## config.mk

```make
export PLATFORM = sky130hd
export DESIGN_NAME = ppu_mul
export DESIGN_NICKNAME = d
export VERILOG_FILES = /design/src/hdl/particle_physics_update_assert.svh /design/src/hdl/ppu_pkg.sv /design/src/hdl/ppu_mul.sv
export SDC_FILE = /design/constraint.sdc
export NUM_CORES = 2
export LEC_CHECK = 0
export ABC_CLOCK_PERIOD_IN_PS = 24400
export CAP_MARGIN = 20
export CORE_MARGIN = 4
export CORE_UTILIZATION = 55
export CTS_BUF_LIST = sky130_fd_sc_hd__clkbuf_4 sky130_fd_sc_hd__clkbuf_8
export DETAILED_ROUTE_END_ITERATION = 10
export DONT_BUFFER_PORTS = 1
export GPL_TIMING_DRIVEN = 0
export PLACE_DENSITY = 0.78
export SKIP_CTS_REPAIR_TIMING = 1
export SYNTH_ARGS = -nofsm -noshare
export SYNTH_HDL_FRONTEND = slang
export SYNTH_SLANG_ARGS = --single-unit
```

## constraint.sdc

```tcl
create_clock -name clk -period 24.4 [get_ports clk]
set_input_delay 3.66 -clock clk [delete_from_list [all_inputs] [get_ports clk]]
set_output_delay 3.66 -clock clk [all_outputs]
set_load 0.1 [all_outputs]
```

## src/hdl/particle_physics_update_assert.svh

```systemverilog
// Assertion macros shared by the particle step block.
// No dependencies; included by files that carry concurrent checks.
`ifndef PARTICLE_PHYSICS_UPDATE_ASSERT_SVH
`define PARTICLE_PHYSICS_UPDATE_ASSERT_SVH

// same-cycle implication
`define PPU_ASSERT_IMP(lbl, clk, rst_n, ante, cons, msg) \
	lbl: assert property (@(posedge clk) disable iff (!rst_n) (ante) |-> (cons)) \
		else $error(msg);

// next-cycle implication
`define PPU_ASSERT_NXT(lbl, clk, rst_n, ante, cons, msg) \
	lbl: assert property (@(posedge clk) disable iff (!rst_n) (ante) |=> (cons)) \
		else $error(msg);

`endif

```

## src/hdl/ppu_pkg.sv

```systemverilog
// Types, constants and helper functions for the particle step block.
// No dependencies; used by every module of the block.
package ppu_pkg;

	localparam int SPHERE_SLOTS_DEF = 5;

	localparam int CFG_IDX_W  = 1;
	localparam int CFG_DATA_W = 16;
	localparam logic [CFG_IDX_W-1:0] REG_TIME_STEP      = 1'd0;
	localparam logic [CFG_IDX_W-1:0] REG_ACTIVE_SPHERES = 1'd1;
	localparam logic [15:0] TIME_STEP_RST      = 16'd655;
	localparam logic [2:0]  ACTIVE_SPHERES_RST = 3'd1;

	typedef logic signed [31:0] q16_t;

	localparam q16_t GRAVITY_Q = -32'sd642253;
	localparam q16_t TENTH_Q   = 32'sd6554;

	localparam int MUL_W      = 34;
	localparam int PROD_W     = 68;
	localparam int DIV_NUM_W  = 48;
	localparam int DIV_DEN_W  = 32;
	localparam int SQRT_IN_W  = 62;
	localparam int SQRT_OUT_W = 31;

	typedef struct packed {
		logic        kind;
		logic [2:0]  slot;
		q16_t        pos_x;
		q16_t        pos_y;
		q16_t        pos_z;
		q16_t        vel_x;
		q16_t        vel_y;
		q16_t        vel_z;
		logic [15:0] damping;
		logic        alive;
		logic [30:0] sphere_radius;
	} in_item_t;

	typedef struct packed {
		q16_t new_x;
		q16_t new_y;
		q16_t new_z;
		q16_t prev_x;
		q16_t prev_y;
		q16_t prev_z;
		q16_t new_vx;
		q16_t new_vy;
		q16_t new_vz;
		logic still_alive;
	} out_item_t;

	typedef struct packed {
		logic                 start;
		logic [DIV_NUM_W-1:0] num;
		logic [DIV_DEN_W-1:0] den;
	} div_req_t;

	typedef struct packed {
		logic busy;
		logic done;
	} div_stat_t;

	// clamp to the signed 32-bit range
	function automatic q16_t sat32(input logic signed [PROD_W-1:0] v);
		q16_t r;
		if (v[PROD_W-1:31] == '0 || v[PROD_W-1:31] == '1)
			r = v[31:0];
		else if (v[PROD_W-1])
			r = 32'sh8000_0000;
		else
			r = 32'sh7fff_ffff;
		return r;
	endfunction

	// magnitude of a signed word, read as unsigned (min value maps to 2^31)
	function automatic logic [31:0] mag32(input q16_t v);
		logic [31:0] r;
		r = v[31] ? 32'(-v) : 32'(v);
		return r;
	endfunction

	// power-on sphere table
	function automatic q16_t sph_init_cx(input int i);
		q16_t r;
		case (i)
			0:       r = -32'sd32768;
			1:       r = -32'sd111411;
			2:       r = 32'sd39322;
			default: r = '0;
		endcase
		return r;
	endfunction

	function automatic q16_t sph_init_cy(input int i);
		q16_t r;
		case (i)
			0:       r = 32'sd58982;
			1:       r = 32'sd91750;
			2:       r = 32'sd98304;
			default: r = '0;
		endcase
		return r;
	endfunction

	function automatic q16_t sph_init_cz(input int i);
		q16_t r;
		case (i)
			2:       r = 32'sd6554;
			default: r = '0;
		endcase
		return r;
	endfunction

	function automatic logic [30:0] sph_init_r(input int i);
		logic [30:0] r;
		case (i)
			0:       r = 31'd13107;
			1:       r = 31'd22938;
			2:       r = 31'd28180;
			default: r = '0;
		endcase
		return r;
	endfunction

endpackage

```

## src/hdl/ppu_mul.sv

```systemverilog
// Shared signed multiplier with a registered product.
// Depends on ppu_pkg for operand and product widths.
module ppu_mul import ppu_pkg::*; (
	input  logic                     clk,
	input  logic signed [MUL_W-1:0]  a,
	input  logic signed [MUL_W-1:0]  b,
	output logic signed [PROD_W-1:0] prod
);

	logic signed [PROD_W-1:0] prod_q;

	always_ff @(posedge clk) begin
		prod_q <= PROD_W'(a) * PROD_W'(b);
	end

	assign prod = prod_q;

endmodule

```

==> flow_metrics.env <==
export IMPL_track_usage_pct=39.82
export IMPL_clockBufferDepth=2
export IMPL_cts_made_buffers=9
export IMPL_via_per_inst=5.729
export IMPL_num_nets_final=6085
export IMPL_syn_area_um2=43030
export IMPL_drt_total_wl_um=157800
export IMPL_start_util_pct=55.54
export IMPL_hold_violations=0
export IMPL_most_common_layout_cells="1241 x fa_1, 1231 x inv_1, 621 x and2_1, 542 x nand2_1, 214 x clkbuf_1"
export IMPL_synth_top_area_cell="fa_1"
export IMPL_grt_overflow=0
export IMPL_fin_crit_sh_pct=52.04
export IMPL_cts_root_buf="clkbuf_8"
export IMPL_grt_pass1_wl_um=233100
export IMPL_drive_gt1_share_pct=1.464
export IMPL_antenna_found_initial=23
export IMPL_grt_pass1_vias=35590
export IMPL_min_period_ns=12.70
export IMPL_cp_max_fo=10
export IMPL_largest_reg_flops=68
export IMPL_async_flop_share_pct=0
export IMPL_drv_cap=0
export IMPL_path_clk_slew_ns=0.10
export IMPL_antenna_left=0
export IMPL_synth_warnings=0
export IMPL_synth_ff_type="dfxtp_1"
export IMPL_synth_avg_cell_area_um2=9.448
export IMPL_grt_max_degree=18
export IMPL_place_congestion=1.097
export IMPL_path_cells="clkbuf_1 -> clkbuf_1 -> nand2_1 -> fa_1 -> fa_1 -> inv_1 -> fa_1 -> inv_1 -> fa_1 -> fa_1 -> inv_1 -> fa_1 -> fa_1 -> fa_1 -> ha_1 -> clkbuf_1 -> nand4_1 -> nor4_1 -> a211oi_2 -> o21ai_4 -> a31oi_2 -> o21ai_0 -> a21oi_1 -> xnor2_1"
export IMPL_relSlewSlack_pct=16.50
export IMPL_syn_inst=4554
export IMPL_clkSinkCount=68
export IMPL_run_status="completed"
export IMPL_end_kind="register"
export IMPL_core_um2=77470
export IMPL_worst_pin_slew_ns=1.252
export IMPL_fp_dieW_um=287.7
export IMPL_die_area_um2=82770
export IMPL_setup_violations=0
export IMPL_final_common_cell="fa_1"
export IMPL_floorplan_rows=102
export IMPL_rsz0062_at_grt="no"
export IMPL_cp_common_cell="fa_1"
export IMPL_area_growth_syn_to_layout_pct=3.833
export IMPL_synth_nets=6068
export IMPL_place_inst=5598
export IMPL_ys_ff_latch=68
export IMPL_required_ns=24.78
export IMPL_critPathBufInv=6
export IMPL_slowest_stage="clkbuf_1"
export IMPL_htreeDepth=3
export IMPL_synth_top_area_share_pct=57.74
export IMPL_drt_initial_drc_count=3206
export IMPL_dr_total_vias=32270
export IMPL_cpPeakStageDelay_ns=0.81
export IMPL_cts_tree="yes"
export IMPL_synth_yosys_seq_area_share_pct=3.164
export IMPL_ys_types=69
export IMPL_drc=0
export IMPL_max_freq_ghz=0.07875
export IMPL_crit_type="in2reg"
export IMPL_crit_family="adder cells"
export IMPL_hpwl_um=132700
export IMPL_fin_cells=5633
export IMPL_die_y_um=287.7
export IMPL_yosys_top_cells_area="fa_1 58%, inv_1 11%, and2_1 9.0%"
export IMPL_slew_violations=0
export IMPL_routedWlPerCell_um=28.01
export IMPL_tns_ns=0
export IMPL_hold_class="in2reg"
export IMPL_first_pass_iters=8
export IMPL_port_buffers=0
export IMPL_start_kind="input port"
export IMPL_arrival_ns=13.08
export IMPL_synth_edf_count=0
export IMPL_boundaryPins=137
## cell families (layout without fill, tap and decap cells)
family	Yosys count	in the layout	synth area share (%)
buffers and inverters	1460	1482	12.84
other	0	17	0
AND/OR/NAND/NOR	1296	1296	15.37
adder cells (fa/ha/maj)	1445	1445	63.67
XOR/XNOR	79	79	1.608
AO/OA/AOI/OAI	206	206	3.347
flip-flops	68	68	3.164
## final cells by class
cell class	instances	area [µm²]
Buffer	228	900.9
Multi-Input combinational cell	3026	36140
Inverter	1232	4624
Tap cell	1040	1301
Clock buffer	9	123.9
Sequential cell	68	1361
Antenna cell	17	42.54
Timing Repair Buffer	6	103.9
Fill cell	6784	32790
Clock inverter	7	75.07
## metrics by stage
step | instance area (µm²) | utilization (%) | setup WS, ns | hold WS, ns
finish | 44680 | 57.67 | 11.70 | 3.316
global route | 44640 | 57.63 | 11.63 | 3.306
CTS | 44610 | 57.58 | 11.87 | 3.298
detailed placement | 44410 | 57.33 | 11.38 | 3.797
global placement | 44330 | 57.22 | 11.45 | 3.789
floorplan | 43030 | - | 13.25 | 3.787
## synthesized netlist by cell type (all sizes together), types with 5 or more instances
cell type / number
a31oi: 10
a211oi: 7
xor2: 23
a21o: 37
inv: 1231
o41ai: 6
clkbuf: 217
nand2b: 20
o21bai: 12
o21ai: 41
a21oi: 63
nor2b: 9
dfxtp: 68
nand2: 542
nor3: 5
xnor2: 56
and2: 623
nand3: 11
ha: 204
nand4: 11
and3: 8
nor2: 56
fa: 1241
buf: 9
## per-layer routing
metal	vias to the layer above	track usage, %	share of wire [%]
met5	-	0	0.030
met4	8	25.38	8.2
met3	631	13.79	13
met2	2082	60.32	44
met1	16690	48.91	35
li1	12860	-	-
## worst paths after layout
path  depth (start not counted)          endpoint  slack (ns)  from
min                           1   prod[0]$_DFF_P_        3.32  a[0]
max                          24  prod[67]$_DFF_P_       11.70  b[4]
Power is left out: the tool's default activity adds up to more than one toggle a clock period on the data nets, which glitch-free logic cannot reach.
