## src/hdl/particle_physics_update_assert.svh

```systemverilog
// Assertion macros shared by the particle step block.
// No dependencies; included by files that carry concurrent checks.
`ifndef PARTICLE_PHYSICS_UPDATE_ASSERT_SVH
`define PARTICLE_PHYSICS_UPDATE_ASSERT_SVH

// same-cycle implication
`define PPU_ASSERT_IMP(lbl, clk, rst_n, ante, cons, msg) \
	lbl: assert property (@(posedge clk) disable iff (!rst_n) (ante) |-> (cons)) \
		else $error(msg);

// next-cycle implication
`define PPU_ASSERT_NXT(lbl, clk, rst_n, ante, cons, msg) \
	lbl: assert property (@(posedge clk) disable iff (!rst_n) (ante) |=> (cons)) \
		else $error(msg);

`endif

```

## src/hdl/ppu_pkg.sv

```systemverilog
// Types, constants and helper functions for the particle step block.
// No dependencies; used by every module of the block.
package ppu_pkg;

	localparam int SPHERE_SLOTS_DEF = 5;

	localparam int CFG_IDX_W  = 1;
	localparam int CFG_DATA_W = 16;
	localparam logic [CFG_IDX_W-1:0] REG_TIME_STEP      = 1'd0;
	localparam logic [CFG_IDX_W-1:0] REG_ACTIVE_SPHERES = 1'd1;
	localparam logic [15:0] TIME_STEP_RST      = 16'd655;
	localparam logic [2:0]  ACTIVE_SPHERES_RST = 3'd1;

	typedef logic signed [31:0] q16_t;

	localparam q16_t GRAVITY_Q = -32'sd642253;
	localparam q16_t TENTH_Q   = 32'sd6554;

	localparam int MUL_W      = 34;
	localparam int PROD_W     = 68;
	localparam int DIV_NUM_W  = 48;
	localparam int DIV_DEN_W  = 32;
	localparam int SQRT_IN_W  = 62;
	localparam int SQRT_OUT_W = 31;

	typedef struct packed {
		logic        kind;
		logic [2:0]  slot;
		q16_t        pos_x;
		q16_t        pos_y;
		q16_t        pos_z;
		q16_t        vel_x;
		q16_t        vel_y;
		q16_t        vel_z;
		logic [15:0] damping;
		logic        alive;
		logic [30:0] sphere_radius;
	} in_item_t;

	typedef struct packed {
		q16_t new_x;
		q16_t new_y;
		q16_t new_z;
		q16_t prev_x;
		q16_t prev_y;
		q16_t prev_z;
		q16_t new_vx;
		q16_t new_vy;
		q16_t new_vz;
		logic still_alive;
	} out_item_t;

	typedef struct packed {
		logic                 start;
		logic [DIV_NUM_W-1:0] num;
		logic [DIV_DEN_W-1:0] den;
	} div_req_t;

	typedef struct packed {
		logic busy;
		logic done;
	} div_stat_t;

	// clamp to the signed 32-bit range
	function automatic q16_t sat32(input logic signed [PROD_W-1:0] v);
		q16_t r;
		if (v[PROD_W-1:31] == '0 || v[PROD_W-1:31] == '1)
			r = v[31:0];
		else if (v[PROD_W-1])
			r = 32'sh8000_0000;
		else
			r = 32'sh7fff_ffff;
		return r;
	endfunction

	// magnitude of a signed word, read as unsigned (min value maps to 2^31)
	function automatic logic [31:0] mag32(input q16_t v);
		logic [31:0] r;
		r = v[31] ? 32'(-v) : 32'(v);
		return r;
	endfunction

	// power-on sphere table
	function automatic q16_t sph_init_cx(input int i);
		q16_t r;
		case (i)
			0:       r = -32'sd32768;
			1:       r = -32'sd111411;
			2:       r = 32'sd39322;
			default: r = '0;
		endcase
		return r;
	endfunction

	function automatic q16_t sph_init_cy(input int i);
		q16_t r;
		case (i)
			0:       r = 32'sd58982;
			1:       r = 32'sd91750;
			2:       r = 32'sd98304;
			default: r = '0;
		endcase
		return r;
	endfunction

	function automatic q16_t sph_init_cz(input int i);
		q16_t r;
		case (i)
			2:       r = 32'sd6554;
			default: r = '0;
		endcase
		return r;
	endfunction

	function automatic logic [30:0] sph_init_r(input int i);
		logic [30:0] r;
		case (i)
			0:       r = 31'd13107;
			1:       r = 31'd22938;
			2:       r = 31'd28180;
			default: r = '0;
		endcase
		return r;
	endfunction

endpackage

```

## src/hdl/ppu_div.sv

```systemverilog
// Restoring divider, one quotient bit per cycle, unsigned magnitudes.
// Depends on ppu_pkg for widths and the request/status structs.
module ppu_div import ppu_pkg::*; (
	input  logic                 clk,
	input  logic                 arst_n,
	input  div_req_t             req,
	output div_stat_t            stat,
	output logic [DIV_NUM_W-1:0] quo
);

	localparam int CNT_W = $clog2(DIV_NUM_W + 1);

	logic [CNT_W-1:0]     cnt_q;
	logic                 busy_q;
	logic                 done_q;
	logic [DIV_DEN_W:0]   rem_q;
	logic [DIV_NUM_W-1:0] quo_q;
	logic [DIV_DEN_W-1:0] den_q;
	logic [DIV_DEN_W:0]   rem_sh;
	logic                 take;

	assign rem_sh = {rem_q[DIV_DEN_W-1:0], quo_q[DIV_NUM_W-1]};
	assign take   = rem_sh >= {1'b0, den_q};

	always_ff @(posedge clk or negedge arst_n) begin
		if (!arst_n) begin
			busy_q <= 1'b0;
			done_q <= 1'b0;
			cnt_q  <= '0;
		end else begin
			done_q <= busy_q && (cnt_q == CNT_W'(1));
			if (req.start && !busy_q) begin
				busy_q <= 1'b1;
				cnt_q  <= CNT_W'(DIV_NUM_W);
				rem_q  <= '0;
				quo_q  <= req.num;
				den_q  <= req.den;
			end else if (busy_q) begin
				rem_q <= take ? (rem_sh - {1'b0, den_q}) : rem_sh;
				quo_q <= {quo_q[DIV_NUM_W-2:0], take};
				cnt_q <= cnt_q - CNT_W'(1);
				if (cnt_q == CNT_W'(1))
					busy_q <= 1'b0;
			end
		end
	end

	assign stat.busy = busy_q;
	assign stat.done = done_q;
	assign quo       = quo_q;

endmodule

```

## config.mk

```make
export PLATFORM = sky130hd
export DESIGN_NAME = ppu_div
export DESIGN_NICKNAME = d
export VERILOG_FILES = /design/src/hdl/particle_physics_update_assert.svh /design/src/hdl/ppu_pkg.sv /design/src/hdl/ppu_div.sv
export SDC_FILE = /design/constraint.sdc
export NUM_CORES = 1
export LEC_CHECK = 0
export BUFFER_PORTS_ARGS = -buffer_cell sky130_fd_sc_hd__buf_2
export CAP_MARGIN = 5
export CORE_UTILIZATION = 25
export CTS_BUF_LIST = sky130_fd_sc_hd__clkbuf_2 sky130_fd_sc_hd__clkbuf_4 sky130_fd_sc_hd__clkbuf_8
export CTS_CLUSTER_DIAMETER = 50
export DETAILED_ROUTE_END_ITERATION = 6
export HOLD_SLACK_MARGIN = 0.15
export PLACE_DENSITY = 0.39
export SLEW_MARGIN = 40
export SYNTH_ARGS = -nofsm -noshare
export SYNTH_HDL_FRONTEND = slang
export SYNTH_SLANG_ARGS = --single-unit
```

## constraint.sdc

```tcl
create_clock -name clk -period 5.9 [get_ports clk]
set_input_delay 0.59 -clock clk [delete_from_list [all_inputs] [get_ports clk]]
set_output_delay 0.59 -clock clk [all_outputs]
set_load 0.005 [all_outputs]
```

==> impl_metrics.tcl <==
set metrics [dict create \
    viasPerCell 4.54 \
    reg2reg_depth 11 \
    end_kind "flip-flop" \
    regArea_sq_um 3560 \
    ctsResizeCount 0 \
    ios 133 \
    fp.dieH_microns 170 \
    clockBufferDepth 2 \
    max_slew_margin_pct 56.6 \
    finalSetupViolations 0 \
    cts-root-buf "clkbuf_8" \
    r2r_end "rem_q[30]$_SDFFCE_PP0P_" \
    path_clk_slew_ns 0.09 \
    overflow 0 \
    layout-drive-gt1-share_pct 31.3 \
    hold_path_class "input port to async pin" \
    grt_max_degree 62 \
    slew_violations 0 \
    synthDominantCellAreaShare_pct 47.7 \
    hpwl_microns 12600 \
    cp_max_fo 22 \
    final_nets 865 \
    cts_setup_buffers 0 \
    hold_buffers 0 \
    netlist_area_sq_um 7060 \
    clkLatencyLatePin_ns 0.46 \
    synth_cell_type_count 72 \
    start_util_pct 25.4 \
    postSynthCellCount 612 \
    dpl_cell_area_sq_um 8130 \
    powerDensity_nw_per_um2 485 \
    ys_seq_area_share_pct 50.5 \
    wl_microns 17900 \
    cp.arrival_ns 3.68 \
    maxCapViolations 0 \
    multi_input_area_sq_um 3190 \
    fp-row-count 61 \
    synth_edf_count 112 \
    antenna_found_initial 3 \
    die_area_sq_um 28900 \
    worst_slew_pin_slew_ns 0.652 \
    drc 0 \
    path_class "flip-flop to flip-flop" \
    htreeDepth 4 \
    synthArstFlopShare_pct 6.67 \
    track_usage_pct 12.8 \
    critPathLaunchType "flip-flop" \
    period_needed_ns 3.46 \
    ant_nets 0 \
    grt_first_pass_wirelength_microns 28100 \
    nFillCells 2948 \
    critPathRequiredTime_ns 6.12 \
    leakage_nw 3.44 \
    portBuffers 132 \
    area_growth_pct 20.6 \
    synth_ff_type "edfxtp_1" \
    synth_common_cells "edfxtp_1, mux2_2, a21oi_1, nand2_1, inv_1" \
    rsz0062_at_grt "false" \
    clock_sinks 120 \
    syn_area_per_cell_sq_um 11.5 \
    clock.fmax_mhz 289 \
    setup_tns_ns 0 \
    cts_buffers 17 \
    gp_congestion 0.822 \
    hold_viol 0 \
    finalCritPeriodShare_pct 58.7 \
    yosys_warnings 0 \
    synth_top_cells_by_area "edfxtp_1, mux2_2, ha_1" \
    cts_tree "built" \
    reg2reg_from "rem_q[2]$_SDFFCE_PP0P_" \
    startpoint "rem_q[2]$_SDFFCE_PP0P_" \
    finalInstanceArea_sq_um 8510 \
    routed-via-count 5162 \
    avgRoutedWirePerCell_microns 15.7 \
    die_w_microns 170 \
    core_area_sq_um 27800 \
    synth_nets 730 \
    drt_iter0_drc 160 \
    synth_area_leader_cell "edfxtp_1" \
    yosysMostFrequentCell "edfxtp_1" \
    max-vdd-ir-drop_uv 218 \
    r2r_slack_ns 2.44 \
    drt-pass1-iter-count 7 \
    finClkSkew_ns 0.0167 \
    synth-seq-cells 120 \
    num_antenna_cells 0 \
    grt_pass1_vias 5301 \
    status "complete, no violations" \
]
[layer usage]
layer | global-route usage, % | share of wire [%] | up-vias
li1 | - | - | 2551
met2 | 20.0 | 45 | 155
met5 | 0 | 0.15 | -
met3 | 4.81 | 7.1 | 24
met1 | 15.8 | 46 | 2428
met4 | 5.01 | 2.0 | 4
[report_power, final]
| part | leakage (nW) | total [mW] | switching, mW | internal, mW |
|---|---|---|---|---|
| combinational | 2.09 | 2.00 | 1.11 | 0.892 |
| sequential | 1.16 | 1.38 | 0.141 | 1.24 |
| clock | 0.181 | 0.741 | 0.400 | 0.341 |
[per-stage QoR]
stage          setup slack [ns]  hold slack, ns  instances  util [%]  power (mW)
6_report                   2.44           0.232       1138      30.6        4.13
5_1_grt                    2.12           0.235       1138      30.6        4.47
4_1_cts                    2.31           0.220       1138      30.6        4.18
3_5_place_dp               2.32           0.464       1106      29.3        3.41
3_3_place_gp               2.37           0.447       1105      29.2        3.40
2_1_floorplan              2.56           0.294        612         -        2.94
[final cells by class]
cell class,instances,share of cell area [%]
clock inverter,15,1.69
inverter,45,1.98
multi-input combinational,424,37.5
tap,378,5.56
sequential,120,41.9
clock buffer,17,2.75
timing repair buffer,139,8.61
[logic make-up (layout without fill, tap and decap cells)]
logic type      after synthesis  after routing  share of synthesized area, %
compound gates              147            147                          13.8
simple gates                145            145                          10.3
buf+inv                      68            216                          4.59
mux                          72             72                          11.4
xor+xnor                     25             25                          3.10
fa+ha+maj                    35             35                          6.31
flops                       120            120                          50.5
[state kept, by name, indices dropped and copies added, names as in the netlist]
register  count
cnt_q         6
den_q        32
rem_q        32
done_q        1
quo          48
busy_q        1
[cells in the final DEF, fill, tap and decap left out, types with 3 or more instances in the layout]
cell / count
nor3b_1: 3
clkbuf_8: 17
mux2i_1: 7
clkinvlp_4: 4
a22o_1: 8
dfrtp_1: 7
a31oi_1: 6
o21bai_1: 4
o21ai_1: 15
a211oi_1: 4
nor2_1: 30
nor2b_1: 3
inv_6: 4
nor4_1: 3
buf_2: 132
nand3_1: 7
nand4_1: 9
nor3_1: 9
mux2_2: 49
a21oi_1: 45
nand2b_1: 17
a21o_1: 9
xor2_1: 10
o21a_1: 7
o21ai_0: 20
a32oi_1: 4
edfxtp_1: 112
buf_4: 6
inv_1: 43
xnor2_1: 15
mux2_1: 15
and3_1: 4
nand2_1: 45
ha_1: 34
[worst max-delay path: stages (launching register included)]
cell       delay, ns
edfxtp_1        0.42
ha_1            0.37
o21ai_0         0.10
a21oi_1         0.33
a2111oi_0       0.19
nor2_1          0.38
a21oi_1         0.18
o21ai_4         0.24
buf_4           0.41
mux2_2          0.38
a22oi_1         0.13
o21ai_1         0.08
[worst max path at each step]
stage	to	cells past startpoint	slack [ns]
2_1_floorplan	quo[0]$_DFFE_PP_	3	2.56
3_3_place_gp	den_q[18]$_DFFE_PP_	5	2.37
5_1_grt	rem_q[21]$_SDFFCE_PP0P_	11	2.12
4_1_cts	rem_q[31]$_SDFFCE_PP0P_	11	2.31
3_5_place_dp	rem_q[31]$_SDFFCE_PP0P_	11	2.32
6_report	rem_q[30]$_SDFFCE_PP0P_	11	2.44
(Power assumes the default switching activity.)
