$ cat src/hdl/particle_physics_update_assert.svh
// Assertion macros shared by the particle step block.
// No dependencies; included by files that carry concurrent checks.
`ifndef PARTICLE_PHYSICS_UPDATE_ASSERT_SVH
`define PARTICLE_PHYSICS_UPDATE_ASSERT_SVH

// same-cycle implication
`define PPU_ASSERT_IMP(lbl, clk, rst_n, ante, cons, msg) \
	lbl: assert property (@(posedge clk) disable iff (!rst_n) (ante) |-> (cons)) \
		else $error(msg);

// next-cycle implication
`define PPU_ASSERT_NXT(lbl, clk, rst_n, ante, cons, msg) \
	lbl: assert property (@(posedge clk) disable iff (!rst_n) (ante) |=> (cons)) \
		else $error(msg);

`endif

$ cat src/hdl/ppu_pkg.sv
// Types, constants and helper functions for the particle step block.
// No dependencies; used by every module of the block.
package ppu_pkg;

	localparam int SPHERE_SLOTS_DEF = 5;

	localparam int CFG_IDX_W  = 1;
	localparam int CFG_DATA_W = 16;
	localparam logic [CFG_IDX_W-1:0] REG_TIME_STEP      = 1'd0;
	localparam logic [CFG_IDX_W-1:0] REG_ACTIVE_SPHERES = 1'd1;
	localparam logic [15:0] TIME_STEP_RST      = 16'd655;
	localparam logic [2:0]  ACTIVE_SPHERES_RST = 3'd1;

	typedef logic signed [31:0] q16_t;

	localparam q16_t GRAVITY_Q = -32'sd642253;
	localparam q16_t TENTH_Q   = 32'sd6554;

	localparam int MUL_W      = 34;
	localparam int PROD_W     = 68;
	localparam int DIV_NUM_W  = 48;
	localparam int DIV_DEN_W  = 32;
	localparam int SQRT_IN_W  = 62;
	localparam int SQRT_OUT_W = 31;

	typedef struct packed {
		logic        kind;
		logic [2:0]  slot;
		q16_t        pos_x;
		q16_t        pos_y;
		q16_t        pos_z;
		q16_t        vel_x;
		q16_t        vel_y;
		q16_t        vel_z;
		logic [15:0] damping;
		logic        alive;
		logic [30:0] sphere_radius;
	} in_item_t;

	typedef struct packed {
		q16_t new_x;
		q16_t new_y;
		q16_t new_z;
		q16_t prev_x;
		q16_t prev_y;
		q16_t prev_z;
		q16_t new_vx;
		q16_t new_vy;
		q16_t new_vz;
		logic still_alive;
	} out_item_t;

	typedef struct packed {
		logic                 start;
		logic [DIV_NUM_W-1:0] num;
		logic [DIV_DEN_W-1:0] den;
	} div_req_t;

	typedef struct packed {
		logic busy;
		logic done;
	} div_stat_t;

	// clamp to the signed 32-bit range
	function automatic q16_t sat32(input logic signed [PROD_W-1:0] v);
		q16_t r;
		if (v[PROD_W-1:31] == '0 || v[PROD_W-1:31] == '1)
			r = v[31:0];
		else if (v[PROD_W-1])
			r = 32'sh8000_0000;
		else
			r = 32'sh7fff_ffff;
		return r;
	endfunction

	// magnitude of a signed word, read as unsigned (min value maps to 2^31)
	function automatic logic [31:0] mag32(input q16_t v);
		logic [31:0] r;
		r = v[31] ? 32'(-v) : 32'(v);
		return r;
	endfunction

	// power-on sphere table
	function automatic q16_t sph_init_cx(input int i);
		q16_t r;
		case (i)
			0:       r = -32'sd32768;
			1:       r = -32'sd111411;
			2:       r = 32'sd39322;
			default: r = '0;
		endcase
		return r;
	endfunction

	function automatic q16_t sph_init_cy(input int i);
		q16_t r;
		case (i)
			0:       r = 32'sd58982;
			1:       r = 32'sd91750;
			2:       r = 32'sd98304;
			default: r = '0;
		endcase
		return r;
	endfunction

	function automatic q16_t sph_init_cz(input int i);
		q16_t r;
		case (i)
			2:       r = 32'sd6554;
			default: r = '0;
		endcase
		return r;
	endfunction

	function automatic logic [30:0] sph_init_r(input int i);
		logic [30:0] r;
		case (i)
			0:       r = 31'd13107;
			1:       r = 31'd22938;
			2:       r = 31'd28180;
			default: r = '0;
		endcase
		return r;
	endfunction

endpackage

$ cat src/hdl/ppu_sqrt.sv
// Digit-by-digit floor square root, one result bit per cycle.
// Depends on ppu_pkg for operand widths.
module ppu_sqrt import ppu_pkg::*; (
	input  logic                  clk,
	input  logic                  arst_n,
	input  logic                  start,
	input  logic [SQRT_IN_W-1:0]  rad,
	output logic                  done,
	output logic [SQRT_OUT_W-1:0] root
);

	localparam int CNT_W = $clog2(SQRT_OUT_W + 1);
	localparam int REM_W = SQRT_OUT_W + 4;

	logic [CNT_W-1:0]      cnt_q;
	logic                  busy_q;
	logic                  done_q;
	logic [SQRT_IN_W-1:0]  rad_q;
	logic [REM_W-1:0]      rem_q;
	logic [SQRT_OUT_W-1:0] root_q;
	logic [REM_W-1:0]      rem_sh;
	logic [REM_W-1:0]      trial;
	logic                  take;

	assign rem_sh = {rem_q[REM_W-3:0], rad_q[SQRT_IN_W-1 -: 2]};
	assign trial  = REM_W'({root_q, 2'b01});
	assign take   = rem_sh >= trial;

	always_ff @(posedge clk or negedge arst_n) begin
		if (!arst_n) begin
			busy_q <= 1'b0;
			done_q <= 1'b0;
			cnt_q  <= '0;
		end else begin
			done_q <= busy_q && (cnt_q == CNT_W'(1));
			if (start && !busy_q) begin
				busy_q <= 1'b1;
				cnt_q  <= CNT_W'(SQRT_OUT_W);
				rad_q  <= rad;
				rem_q  <= '0;
				root_q <= '0;
			end else if (busy_q) begin
				rem_q  <= take ? (rem_sh - trial) : rem_sh;
				root_q <= {root_q[SQRT_OUT_W-2:0], take};
				rad_q  <= {rad_q[SQRT_IN_W-3:0], 2'b00};
				cnt_q  <= cnt_q - CNT_W'(1);
				if (cnt_q == CNT_W'(1))
					busy_q <= 1'b0;
			end
		end
	end

	assign done = done_q;
	assign root = root_q;

endmodule

$ cat config.mk
export PLATFORM = sky130hd
export DESIGN_NAME = ppu_sqrt
export DESIGN_NICKNAME = d
export VERILOG_FILES = /design/src/hdl/particle_physics_update_assert.svh /design/src/hdl/ppu_pkg.sv /design/src/hdl/ppu_sqrt.sv
export SDC_FILE = /design/constraint.sdc
export NUM_CORES = 1
export LEC_CHECK = 0
export ABC_CLOCK_PERIOD_IN_PS = 3550
export CORE_MARGIN = 2
export CORE_UTILIZATION = 25
export CTS_BUF_LIST = sky130_fd_sc_hd__clkbuf_8
export CTS_CLUSTER_DIAMETER = 120
export CTS_CLUSTER_SIZE = 8
export DETAILED_ROUTE_END_ITERATION = 8
export DONT_BUFFER_PORTS = 1
export HOLD_SLACK_MARGIN = 0.08
export PLACE_DENSITY = 0.46
export SLEW_MARGIN = 10
export SYNTH_ARGS = -nofsm -noshare
export SYNTH_HDL_FRONTEND = slang
export SYNTH_SLANG_ARGS = --single-unit
$ cat constraint.sdc
create_clock -name clk -period 3.55 [get_ports clk]
set_input_delay 0.5325 -clock clk [delete_from_list [all_inputs] [get_ports clk]]
set_output_delay 0.5325 -clock clk [all_outputs]
set_load 0.01 [all_outputs]
==> impl_summary.txt, run 1 <==
----------------------------------------------------
[Clock tree]
  Insertion delay of the later-clocked pin in the worst-skew pair ... 0.46 ns
  Clock slew at the register clock pins of the worst setup and hold paths ... 0.09 ns
  TritonCTS Sinks ... 133
  Clock tree from TritonCTS ... built
  Number of buffers added for setup after CTS ... 0
  Num CTS Buffers ... 17
  Maximum buffer depth of the clock tree ... 2
  Clock H-tree levels ... 4
  Clk Tree Root Cell ... sky130_fd_sc_hd__clkbuf_8

[Logic synthesis]
  Most frequently used flop master after synthesis ... sky130_fd_sc_hd__edfxtp_1
  Summed instance area of the synthesized netlist ... 0.00772 mm^2
  Async S/R FF share, synth ... 5.26%
  Synth cell types ... 56
  Post-synth EDFFs ... 126
  Syn_area_per_cell ... 11.6 um^2
  Syn_nets ... 763
  Total of warnings raised by yosys ... 0
  Count of mapped cells out of synthesis ... 663
  Yosys reg bits ... 133
  Part of the Yosys area used for sequential elements ... 51.3%

[Cells and area]
  Total Nets Final ... 767
  Layout Cells excl Fill ... 1080
  Layout fillers ... 3168
  Area growth, synth to finish ... 12.8%
  Most common library cell in the layout ignoring fill and taps ... sky130_fd_sc_hd__edfxtp_1
  Share of cells above drive strength 1 ... 18.7%
  Combined area of the multi-input logic cells ... 0.00348 mm^2
  Area taken by flip-flops and latches ... 0.00396 mm^2
  Commonest cells after routing, fill and taps aside ... sky130_fd_sc_hd__edfxtp_1, sky130_fd_sc_hd__mux2_2, sky130_fd_sc_hd__nand2_1

[STA]
  Final critical-path share of the clock period ... 92.9%
  Final-layout setup total negative slack ... 0 ns
  Rel. slew slack ... 49.2%
  Setup repair after global routing missed its margin ... no
  Worst-margin pin slew ... 0.762 ns
  F_max ... 303 MHz
  Number of pins exceeding their max-slew limit in the final report ... 0
  Final-report setup violation count ... 0
  Clk_skew ... 0.0154 ns
  Final min period ... 3.30 ns
  Number of endpoints with negative hold slack in the final report ... 0

[Global routing]
  Gr ovfl total ... 0
  Via count of the first global-routing pass ... 5215
  Maximum number of pins on one net before global-route repair ... 67
  Aggregate global-route resource usage ... 11.7%
  Number of antenna violations at the first check in global routing ... 12
  First-pass GRT wire length ... 30000 um

[Outcome]
  Result of the run ... complete, no violations

[Drt]
  Via total after detailed routing ... 5190
  Detailed-routing wirelength on met1 ... 8690 um
  Met3 Wirelength ... 1480 um
  Detailed-router iteration count before antenna repair ... 4
  Met2 WL ... 8000 um
  Post-detailed-route via-to-cell ratio ... 4.81
  Drt initial violations ... 323
  Remaining antenna violation count ... 0
  Total wirelength of the detailed-routed design ... 18500 um
  Highest routed metal layer ... met5
  Routed length per placed instance ... 17.1 um
  Number of DRC violations after detailed routing ... 0

[Setup path]
  Arrival @ worst endpoint ... 3.52 ns
  Crit path max fanout ... 15
  Critical Path, Cell by Cell ... inv_1 -> ha_1 -> a21o_1 -> a221oi_1 -> nor2_1 -> o311ai_1 -> o211ai_1 -> a41oi_4 -> buf_6 -> mux2_2 -> a22o_1
  Worst path required time ... 3.77 ns
  Worst Reg-to-Reg Cells ... 11
  Element type at the critical path end ... register
  Crit start category ... register
  Crit-path max cell delay ... 0.39 ns
  Critical setup path kind ... register to register
  Slowest stage cell on the critical path ... sky130_fd_sc_hd__ha_1

[Place]
  Count of input and output buffers ... 0
  RePlAce Congestion ... 0.800
  Post-DP HPWL ... 12800 um
  Placed Cells ... 1043

[Floorplan]
  Die Span X ... 180 um
  Std-Cell Rows ... 64
  Initial core utilization ... 25.3%
  Die outline height ... 180 um
  Core ar. ... 0.0305 mm^2
  I/O pin cnt ... 97
  Area enclosed by the die boundary ... 0.0323 mm^2

[Min path]
  Worst Hold Class ... input port to register
  Hold Path Stages ... 0

[Power]
  Total power divided by cell area ... 905 mW/mm^2
  Leakage component of the power ... 3.20 nW
  Max VDD drop ... 0.301 mV

[Run]
  Max Cap Viol ... 0

----------------------------------------------------
[worst paths after layout]
kind | startpoint | endpoint | slack (ns)
max | root[22]$_SDFFCE_PP0P_ | rem_q[3]$_SDFFCE_PP0P_ | 0.25
min | arst_n | root[12]$_SDFFCE_PP0P_ | 0.19
max reg2reg | root[22]$_SDFFCE_PP0P_ | rem_q[3]$_SDFFCE_PP0P_ | 0.25
min reg2reg | cnt_q[4]$_DFFE_PN0N_ | done$_DFF_PN0_ | 0.49
max in group asynchronous | arst_n | busy_q$_DFF_PN0_ | 2.66
min in group asynchronous | arst_n | cnt_q[3]$_DFFE_PN0N_ | 0.52
[report_power, final]
part	internal (mW)	switching [mW]	leakage (nW)	total, mW
clock network	0.783	0.645	0.224	1.43
logic	1.70	2.00	1.67	3.70
registers	2.41	0.344	1.31	2.76
total	4.90	2.99	3.20	7.88
[sequential cells by signal (all words and copies together) (netlist names)]
register,cells
done,1
rem_q,33
rad_q,62
cnt_q,5
busy_q,1
root,31
[through the flow]
step	total power, mW	hold slack, ns	utilization [%]	cell area (um^2)	setup WS, ns
final	7.88	0.189	28.5	8710	0.254
after global routing	8.54	0.146	28.5	8700	0.0444
after CTS	7.97	0.142	28.5	8690	0.191
after detailed placement	6.49	0.245	27.0	8240	0.220
after global placement	6.49	0.247	27.0	8240	0.280
after floorplan	5.63	0.237	-	7720	0.531
[critical path: cells and delay by family, from the launching register on]
kind | cells | cell delay [ns]
AOI/OAI and AO/OA | 6 | 1.52
adders and majority gates | 1 | 0.39
DFF | 1 | 0.37
muxes | 1 | 0.35
buffers and inverters | 2 | 0.31
and+or+nand+nor | 1 | 0.10
[synth_stat cells (5+ instances only)]
master                       n  area share (%)
sky130_fd_sc_hd__xor2_1     20             2.3
sky130_fd_sc_hd__inv_1      42             2.0
sky130_fd_sc_hd__a21o_1     10            0.97
sky130_fd_sc_hd__nor2_1     18            0.88
sky130_fd_sc_hd__o21ai_0    13            0.84
sky130_fd_sc_hd__edfxtp_1  126              49
sky130_fd_sc_hd__mux2i_1    14             1.8
sky130_fd_sc_hd__dfrtp_1     7             2.3
sky130_fd_sc_hd__nor3_1     13            0.84
sky130_fd_sc_hd__xnor2_1    15             1.7
sky130_fd_sc_hd__nor2b_1     5            0.41
sky130_fd_sc_hd__ha_1       35             5.7
sky130_fd_sc_hd__nand2_1    59             2.9
sky130_fd_sc_hd__o21ai_1    19             1.2
sky130_fd_sc_hd__o31ai_1    31             3.0
sky130_fd_sc_hd__a32oi_1    10             1.1
sky130_fd_sc_hd__a31oi_1     7            0.57
sky130_fd_sc_hd__nand3_1     6            0.39
sky130_fd_sc_hd__a22o_1      9             1.0
sky130_fd_sc_hd__and3_1      7            0.57
sky130_fd_sc_hd__mux2_2     65             9.5
sky130_fd_sc_hd__clkbuf_1   26             1.3
sky130_fd_sc_hd__a21oi_1    42             2.7
[repair_timing]
action | 4_1_cts | 5_1_grt
resized for setup | 0 | 2
endpoints found under the hold margin | 7 | 0
endpoints found under the setup margin | 0 | 3
hold buffers | 1 | 0
[final cells by class]
| type | count | area share [%] |
|---|---|---|
| Clock inverter | 14 | 2.14 |
| Sequential cell | 133 | 45.5 |
| Clock buffer | 18 | 2.85 |
| Tap cell | 396 | 5.69 |
| Multi-Input combinational cell | 456 | 40.0 |
| Inverter | 42 | 1.81 |
| Antenna cell | 4 | 0.115 |
| Timing Repair Buffer | 17 | 1.87 |
[layer usage]
metal,up-vias,GRT usage (%)
met4,12,3.35
met5,-,0
met2,133,17.2
li1,2542,-
met3,28,5.39
met1,2475,15.4
[cells by family (layout without fill, tap and decap cells)]
logic type,count (synthesis),in the layout,synth area share (%)
flip-flops,133,133,51.3
multiplexers,81,81,11.7
XOR/XNOR,35,35,3.97
AO/OA/AOI/OAI,177,177,15.9
other,0,4,0
adder cells (fa/ha/maj),35,35,5.67
buffers and inverters,74,91,3.81
AND/OR/NAND/NOR,128,128,7.72
Power figures use the tool's default switching activity.
==> inputs of run 2 (changes only) <==
--- a/config.mk
+++ b/config.mk
@@ -5,6 +5,7 @@
 export SDC_FILE = /design/constraint.sdc
 export NUM_CORES = 1
 export LEC_CHECK = 0
+export ABC_AREA = 1
 export ABC_CLOCK_PERIOD_IN_PS = 3550
 export CORE_MARGIN = 2
 export CORE_UTILIZATION = 25
==> impl_summary.txt, run 2 <==
----------------------------------------------------
[Setup path]
  Crit path max fanout ... 34 (was 15)
  Worst path required time ... 3.78 ns (was 3.77 ns)
  Arrival @ worst endpoint ... 3.09 ns (was 3.52 ns)
  Crit start category ... register (unchanged)
  Critical setup path kind ... register to register (unchanged)
  Element type at the critical path end ... register (unchanged)

[Drt]
  Drt initial violations ... 331 (was 323)
  Remaining antenna violation count ... 0 (unchanged)
  Via total after detailed routing ... 6993 (was 5190)
  Post-detailed-route via-to-cell ratio ... 4.34 (was 4.81)
  Detailed-router iteration count before antenna repair ... 6 (was 4)
  Number of DRC violations after detailed routing ... 0 (unchanged)
  Total wirelength of the detailed-routed design ... 23700 um (was 18500 um)
  Routed length per placed instance ... 14.7 um (was 17.1 um)

[Clock tree]
  Maximum buffer depth of the clock tree ... 2 (unchanged)
  TritonCTS Sinks ... 133 (unchanged)
  Clock slew at the register clock pins of the worst setup and hold paths ... 0.08 ns (was 0.09 ns)
  Insertion delay of the later-clocked pin in the worst-skew pair ... 0.49 ns (was 0.46 ns)
  Clk Tree Root Cell ... sky130_fd_sc_hd__clkbuf_8 (unchanged)
  Num CTS Buffers ... 17 (unchanged)
  Clock tree from TritonCTS ... built (unchanged)
  Number of instances resized during post-cts repair ... 0 (unchanged)
  Clock H-tree levels ... 4 (unchanged)

[Floorplan]
  Std-Cell Rows ... 68 (was 64)
  I/O pin cnt ... 97 (unchanged)
  Initial core utilization ... 25.1% (was 25.3%)
  Area enclosed by the die boundary ... 0.0360 mm^2 (was 0.0323 mm^2)
  Core ar. ... 0.0343 mm^2 (was 0.0305 mm^2)
  Die Span X ... 190 um (was 180 um)
  Die outline height ... 190 um (was 180 um)

[STA]
  Number of endpoints with negative hold slack in the final report ... 0 (unchanged)
  Final min period ... 2.86 ns (was 3.30 ns)
  Setup repair after global routing missed its margin ... no (unchanged)
  Clk_skew ... 0.0189 ns (was 0.0154 ns)
  Worst-margin pin slew ... 1.00 ns (was 0.762 ns)
  Number of pins exceeding their max-slew limit in the final report ... 0 (unchanged)
  Worst Hold Slack ... 0.164 ns (was 0.189 ns)
  Final-report setup violation count ... 0 (unchanged)
  Final-layout setup total negative slack ... 0 ns (unchanged)
  Rel. slew slack ... 33.0% (was 49.2%)
  Final critical-path share of the clock period ... 80.4% (was 92.9%)
  F_max ... 350 MHz (was 303 MHz)

[Place]
  RePlAce Congestion ... 0.855 (was 0.800)
  Post-DP HPWL ... 16900 um (was 12800 um)
  Count of input and output buffers ... 0 (unchanged)

[Cells and area]
  Combined area of the multi-input logic cells ... 0.00393 mm^2 (was 0.00348 mm^2)
  Commonest cells after routing, fill and taps aside ... sky130_fd_sc_hd__nand2_1, sky130_fd_sc_hd__inv_1, sky130_fd_sc_hd__edfxtp_1 (was sky130_fd_sc_hd__edfxtp_1, sky130_fd_sc_hd__mux2_2, sky130_fd_sc_hd__nand2_1)
  Layout fillers ... 3776 (was 3168)
  Number of flip-flops in the largest register ... 62 (unchanged)
  Total Nets Final ... 1244 (was 767)
  Diodes inserted ... 0 (was 4)
  Share of cells above drive strength 1 ... 4.67% (was 18.7%)
  Largest register by flop count ... rad_q (unchanged)
  Most common library cell in the layout ignoring fill and taps ... sky130_fd_sc_hd__nand2_1 (was sky130_fd_sc_hd__edfxtp_1)
  Area growth, synth to finish ... 10.9% (was 12.8%)
  Area taken by flip-flops and latches ... 0.00396 mm^2 (about the same)

[Logic synthesis]
  Syn_area_per_cell ... 7.49 um^2 (was 11.6 um^2)
  Yosys reg bits ... 133 (unchanged)
  Syn_nets ... 1251 (was 763)
  Count of mapped cells out of synthesis ... 1151 (was 663)
  Main combinational cell family by area after synthesis ... simple AND/OR/NAND/NOR gates (was compound AO/OA/AOI/OAI gates)
  Simple logic cell fraction of the synthesized area ... 34.1% (was 7.72%)
  Yosys top cell area share ... 43.9% (was 49.0%)
  Synth cell types ... 36 (was 56)
  Most numerous cell types in the synthesized netlist ... sky130_fd_sc_hd__nand2_1, sky130_fd_sc_hd__inv_1, sky130_fd_sc_hd__edfxtp_1 (was sky130_fd_sc_hd__edfxtp_1, sky130_fd_sc_hd__mux2_2, sky130_fd_sc_hd__nand2_1)
  Post-synthesis share of cell area spent on xor and xnor gates ... 1.52% (was 3.97%)
  Part of the Yosys area used for sequential elements ... 45.9% (was 51.3%)
  Mux share of post-synthesis cell area ... 0% (was 11.7%)
  Async S/R FF share, synth ... 5.26% (unchanged)
  Cell accounting for the most synthesized area ... sky130_fd_sc_hd__edfxtp_1 (unchanged)
  Most frequently used flop master after synthesis ... sky130_fd_sc_hd__edfxtp_1 (unchanged)
  Summed instance area of the synthesized netlist ... 0.00862 mm^2 (was 0.00772 mm^2)
  Cells taking the most area after synthesis ... sky130_fd_sc_hd__edfxtp_1, sky130_fd_sc_hd__nand2_1, sky130_fd_sc_hd__inv_1 (was sky130_fd_sc_hd__edfxtp_1, sky130_fd_sc_hd__mux2_2, sky130_fd_sc_hd__ha_1)
  Synth Area in Compound Gates ... 4.64% (was 15.9%)
  Post-synth EDFFs ... 126 (unchanged)
  Total of warnings raised by yosys ... 0 (unchanged)
  Most repeated cell in the gate-level netlist after synthesis ... sky130_fd_sc_hd__nand2_1 (was sky130_fd_sc_hd__edfxtp_1)
  Adder-Cell Fraction of Synth Area ... 5.08% (was 5.67%)

[Global routing]
  Aggregate global-route resource usage ... 13.8% (was 11.7%)
  First-pass GRT wire length ... 38300 um (was 30000 um)
  Gr ovfl total ... 0 (unchanged)
  Number of antenna violations at the first check in global routing ... 0 (was 12)
  Maximum number of pins on one net before global-route repair ... 67 (unchanged)
  Via count of the first global-routing pass ... 6941 (was 5215)

[Outcome]
  Result of the run ... complete, no violations (unchanged)

[Run]
  Max Cap Viol ... 0 (unchanged)

[Power]
  PnR Total Power ... 9.58 mW (was 7.88 mW)
  Total power divided by cell area ... 1000 mW/mm^2 (was 905 mW/mm^2)
  Leakage component of the power ... 4.56 nW (was 3.20 nW)
  Max VDD drop ... 0.351 mV (was 0.301 mV)

[Min path]
  Worst Hold Class ... input port to register (unchanged)

----------------------------------------------------
==> run 2: cell count changes after synthesis, moves of 10 or more <==
cell,change
sky130_fd_sc_hd__a21oi_1,-21
sky130_fd_sc_hd__inv_1,+111
sky130_fd_sc_hd__nand2_1,+482
sky130_fd_sc_hd__o21ai_1,-19
sky130_fd_sc_hd__xor2_1,-18
sky130_fd_sc_hd__o31ai_1,-31
sky130_fd_sc_hd__a32oi_1,-10
sky130_fd_sc_hd__mux2i_1,-14
sky130_fd_sc_hd__o22ai_1,+30
sky130_fd_sc_hd__nor2_1,+38
sky130_fd_sc_hd__nand3_1,+49
sky130_fd_sc_hd__mux2_2,-65
sky130_fd_sc_hd__nand3b_1,+24
==> run 2: what timing repair did <==
action                    in CTS  in global routing
buffers inserted               0                  0
hold buffers                   1                  0
hold endpoints to repair       7                  0
==> run 2: routing by layer <==
metal | vias up | wire (um) | track usage (%)
met5 | - | 0 | 0
met4 | 0 | 350 | 4.50
li1 | 3642 | - | -
met1 | 3180 | 11400 | 18.0
met2 | 152 | 10500 | 21.5
met3 | 19 | 1450 | 4.37
==> run 2: where the power goes <==
| part | internal [mW] | leakage (nW) | switching, mW |
|---|---|---|---|
| logic | 1.79 | 3.02 | 3.30 |
| clock network | 0.829 | 0.227 | 0.687 |
| registers | 2.60 | 1.32 | 0.385 |
==> run 2: kinds of logic after synthesis <==
group           count (synthesis)
buf+inv                       192
flops                         133
compound gates                 69
simple gates                  707
xor+xnor                       15
fa+ha+maj                      35
==> run 2: final cells by class <==
cell class,instances,share of cell area (%)
inverter,158,6.20
multi-input combinational,826,41.1
tap,455,5.95
sequential,133,41.4
clock inverter,15,2.24
timing repair buffer,8,0.654
clock buffer,17,2.45
==> run 2: through the flow <==
stage / setup slack (ns) / area, um^2 / cells / util [%]
after floorplan: 0.533 / 8620 / 1151 / -
final: 0.694 / 9560 / 1612 / 27.9
after detailed placement: 0.723 / 9100 / 1579 / 26.5
after global placement: 0.691 / 9100 / 1579 / 26.5
after global routing: 0.439 / 9560 / 1612 / 27.9
after CTS: 0.683 / 9560 / 1612 / 27.9
==> run 2: worst paths after layout <==
kind | startpoint | to | slack [ns] | depth (start not counted)
max in group asynchronous | arst_n | cnt_q[0]$_DFFE_PN0N_ | 2.79 | 1
max | root[11]$_SDFFCE_PP0P_ | rem_q[29]$_SDFFCE_PP0P_ | 0.69 | 15
max reg2reg | root[11]$_SDFFCE_PP0P_ | rem_q[29]$_SDFFCE_PP0P_ | 0.69 | 15
min | arst_n | root[13]$_SDFFCE_PP0P_ | 0.16 | 0
min reg2reg | cnt_q[4]$_DFFE_PN0N_ | done$_DFF_PN0_ | 0.47 | 1
min in group asynchronous | arst_n | cnt_q[2]$_DFFE_PN0N_ | 0.45 | 1
==> run 2: critical path: stages (launching register included) <==
cell and delay [ns]:
sky130_fd_sc_hd__edfxtp_1 0.48, sky130_fd_sc_hd__inv_1 0.17, sky130_fd_sc_hd__ha_1 0.29, sky130_fd_sc_hd__nand2_1 0.15, sky130_fd_sc_hd__inv_1 0.05, sky130_fd_sc_hd__nand2_1 0.08, sky130_fd_sc_hd__nand2_1 0.08, sky130_fd_sc_hd__nand2_1 0.06
sky130_fd_sc_hd__nand2_1 0.11, sky130_fd_sc_hd__nand3b_4 0.20, sky130_fd_sc_hd__nand2_4 0.31, sky130_fd_sc_hd__nand2_8 0.23, sky130_fd_sc_hd__nand2_4 0.20, sky130_fd_sc_hd__nand2_1 0.07, sky130_fd_sc_hd__nand2_1 0.05, sky130_fd_sc_hd__nand2_1 0.05
==> inputs of run 3 (changes only) <==
--- a/config.mk
+++ b/config.mk
@@ -6,7 +6,7 @@
 export NUM_CORES = 1
 export LEC_CHECK = 0
 export ABC_AREA = 1
-export ABC_CLOCK_PERIOD_IN_PS = 3550
+export ABC_CLOCK_PERIOD_IN_PS = 2800
 export CORE_MARGIN = 2
 export CORE_UTILIZATION = 25
 export CTS_BUF_LIST = sky130_fd_sc_hd__clkbuf_8
@@ -15,7 +15,7 @@
 export DETAILED_ROUTE_END_ITERATION = 8
 export DONT_BUFFER_PORTS = 1
 export HOLD_SLACK_MARGIN = 0.08
-export PLACE_DENSITY = 0.46
+export PLACE_DENSITY = 0.44
 export SLEW_MARGIN = 10
 export SYNTH_ARGS = -nofsm -noshare
 export SYNTH_HDL_FRONTEND = slang
==> constraint.sdc (replaced) <==
create_clock -name clk -period 2.8 [get_ports clk]
set_input_delay 0.42 -clock clk [delete_from_list [all_inputs] [get_ports clk]]
set_output_delay 0.42 -clock clk [all_outputs]
set_load 0.01 [all_outputs]
==> impl_summary.txt, run 3 (synthesis gave the netlist of run 2 again) <==
----------------------------------------------------
[Drt]
  Post-detailed-route via-to-cell ratio ... 4.34 (about the same)
  Drt initial violations ... 436 (was 331)
  Remaining antenna violation count ... 0 (unchanged)
  Number of DRC violations after detailed routing ... 0 (unchanged)
  Total wirelength of the detailed-routed design ... 24200 um (was 23700 um)
  Detailed-router iteration count before antenna repair ... 5 (was 6)
  Via total after detailed routing ... 7077 (was 6993)
  Routed length per placed instance ... 14.9 um (was 14.7 um)

[STA]
  Final-layout setup total negative slack ... 0 ns (unchanged)
  Final critical-path share of the clock period ... 90.9% (was 80.4%)
  Setup repair after global routing missed its margin ... no (unchanged)
  Number of endpoints with negative hold slack in the final report ... 0 (unchanged)
  Final min period ... 2.55 ns (was 2.86 ns)
  Final-report setup violation count ... 0 (unchanged)
  Rel. slew slack ... 33.2% (was 33.0%)
  F_max ... 393 MHz (was 350 MHz)
  Number of pins exceeding their max-slew limit in the final report ... 0 (unchanged)
  Worst-margin pin slew ... 1.00 ns (about the same)
  Clk_skew ... 0.0257 ns (was 0.0189 ns)
  Worst Hold Slack ... 0.134 ns (was 0.164 ns)

[Setup path]
  Worst path required time ... 3.03 ns (was 3.78 ns)
  Critical setup path kind ... register to register (unchanged)
  Worst setup path endpoint ... rem_q[29]$_SDFFCE_PP0P_ (unchanged)
  Register-to-Register Setup Slack ... 0.25 ns (was 0.69 ns)
  Worst Reg-to-Reg Cells ... 13 (was 15)
  Crit start category ... register (unchanged)
  Startpoint of the lowest-slack register-to-register path ... root[15]$_SDFFCE_PP0P_ (was root[11]$_SDFFCE_PP0P_)
  Element type at the critical path end ... register (unchanged)
  Arrival @ worst endpoint ... 2.77 ns (was 3.09 ns)
  Reg2Reg Capture Point ... rem_q[29]$_SDFFCE_PP0P_ (unchanged)
  Crit path from ... root[15]$_SDFFCE_PP0P_ (was root[11]$_SDFFCE_PP0P_)
  Crit path max fanout ... 34 (unchanged)

[Power]
  Switching part of the total ... 46.7% (was 45.6%)
  Leakage component of the power ... 4.64 nW (was 4.56 nW)
  Max VDD drop ... 0.406 mV (was 0.351 mV)
  Share of power burned in registers ... 30.6% (was 31.1%)
  Total power divided by cell area ... 1250 mW/mm^2 (was 1000 mW/mm^2)
  Net Switching ... 5.67 mW (was 4.37 mW)
  Portion of total power attributed to combinational logic ... 54.5% (was 53.1%)
  Fraction of power consumed by the clock network ... 14.9% (was 15.8%)
  Internal power ... 6.48 mW (was 5.21 mW)

[Cells and area]
  Utilization of the core after routing ... 28.3% (was 27.9%)
  Most common library cell in the layout ignoring fill and taps ... sky130_fd_sc_hd__nand2_1 (unchanged)
  Largest register by flop count ... rad_q (unchanged)
  Area growth, synth to finish ... 12.5% (was 10.9%)
  Combined area of the multi-input logic cells ... 0.00393 mm^2 (unchanged)
  Design Area, Final ... 0.00970 mm^2 (was 0.00956 mm^2)
  Number of flip-flops in the largest register ... 62 (unchanged)
  Layout fillers ... 3835 (was 3776)
  Area taken by flip-flops and latches ... 0.00396 mm^2 (unchanged)
  Share of cells above drive strength 1 ... 6.47% (was 4.67%)
  Total Nets Final ... 1262 (was 1244)
  Diodes inserted ... 0 (unchanged)
  Commonest cells after routing, fill and taps aside ... sky130_fd_sc_hd__nand2_1, sky130_fd_sc_hd__inv_1, sky130_fd_sc_hd__edfxtp_1 (unchanged)

[Clock tree]
  Clk Tree Root Cell ... sky130_fd_sc_hd__clkbuf_8 (unchanged)
  Num CTS Buffers ... 17 (unchanged)
  Insertion delay of the later-clocked pin in the worst-skew pair ... 0.48 ns (was 0.49 ns)
  Clock H-tree levels ... 4 (unchanged)
  Clock slew at the register clock pins of the worst setup and hold paths ... 0.09 ns (was 0.08 ns)
  Maximum buffer depth of the clock tree ... 2 (unchanged)
  Clock tree from TritonCTS ... built (unchanged)
  TritonCTS Sinks ... 133 (unchanged)
  Number of buffers added for setup after CTS ... 0 (unchanged)

[Global routing]
  First-pass GRT wire length ... 39200 um (was 38300 um)
  Number of antenna violations at the first check in global routing ... 1 (was 0)
  Maximum number of pins on one net before global-route repair ... 72 (was 67)
  Gr ovfl total ... 0 (unchanged)
  Aggregate global-route resource usage ... 13.9% (was 13.8%)
  Via count of the first global-routing pass ... 7228 (was 6941)

[Run]
  Max Cap Viol ... 0 (unchanged)

[Floorplan]
  Core ar. ... 0.0343 mm^2 (unchanged)
  Die outline height ... 190 um (unchanged)
  Area enclosed by the die boundary ... 0.0360 mm^2 (unchanged)
  Initial core utilization ... 25.1% (unchanged)
  Std-Cell Rows ... 68 (unchanged)
  I/O pin cnt ... 97 (unchanged)
  Die Span X ... 190 um (unchanged)

[Place]
  Post-DP HPWL ... 17600 um (was 16900 um)
  Count of input and output buffers ... 0 (unchanged)
  RePlAce Congestion ... 0.923 (was 0.855)
  Placed cell areas ... 0.00924 mm^2 (was 0.00910 mm^2)

[Min path]
  Worst Hold Class ... input port to register (unchanged)

[Outcome]
  Result of the run ... complete, no violations (unchanged)

----------------------------------------------------
## run 3: worst min path at each step
| stage | endpoint | slack [ns] | cells after the start | start |
|---|---|---|---|---|
| final | rad_q[25]$_DFFE_PP_ | 0.13 | 2 | rad[25] |
| after detailed placement | busy_q$_DFF_PN0_ | 0.13 | 0 | arst_n |
| after global placement | cnt_q[0]$_DFFE_PN0N_ | 0.13 | 0 | arst_n |
| after CTS | rad_q[15]$_DFFE_PP_ | 0.09 | 2 | rad[15] |
| after global routing | rad_q[15]$_DFFE_PP_ | 0.11 | 2 | rad[15] |
| after floorplan | busy_q$_DFF_PN0_ | 0.12 | 0 | arst_n |
## run 3: repair_timing
item | CTS | global route
gates resized for setup | 0 | 0
hold endpoints to repair | 71 | 0
hold buffers | 2 | 0
## run 3: stage by stage
stage / total power [mW] / worst slack [ns] / std cells
after CTS: 12.3 / 0.228 / 1630
final: 12.1 / 0.255 / 1630
after detailed placement: 10.4 / 0.238 / 1596
after global routing: 13.5 / 0.00114 / 1630
after floorplan: 8.67 / 0.577 / 1151
after global placement: 10.4 / 0.237 / 1596
## run 3: critical path: stages, from the launching register on
cell                       delay (ns)
sky130_fd_sc_hd__edfxtp_1        0.41
sky130_fd_sc_hd__inv_1           0.10
sky130_fd_sc_hd__ha_1            0.37
sky130_fd_sc_hd__nand2_1         0.12
sky130_fd_sc_hd__nor2_1          0.24
sky130_fd_sc_hd__nand2_1         0.12
sky130_fd_sc_hd__clkinv_1        0.10
sky130_fd_sc_hd__nand4_2         0.13
sky130_fd_sc_hd__nand3b_4        0.13
sky130_fd_sc_hd__nand2_4         0.08
sky130_fd_sc_hd__nand2_8         0.22
sky130_fd_sc_hd__nand3_1         0.15
sky130_fd_sc_hd__nand2_1         0.09
sky130_fd_sc_hd__nand2_1         0.05
## run 3: power by group through the flow
stage / clock network, mW / registers [mW] / logic, mW
after floorplan: 0 / 3.64 / 5.03
after global placement: 0 / 3.77 / 6.66
after detailed placement: 0 / 3.77 / 6.67
after CTS: 1.88 / 3.73 / 6.73
after global routing: 1.94 / 3.81 / 7.71
final: 1.81 / 3.72 / 6.62
## run 3: layout make-up
class,instances,area share (%)
timing repair buffer,26,2.37
multi-input combinational,826,40.5
clock inverter,15,1.90
sequential,133,40.8
clock buffer,17,2.41
tap,455,5.87
inverter,158,6.12
## run 3: routing by layer
layer,track usage (%),part of all wire (%),up-vias
li1,-,-,3680
met2,22.7,45,148
met3,3.52,5.1,23
met4,3.55,1.4,0
met1,18.4,48,3226
met5,0,0,-
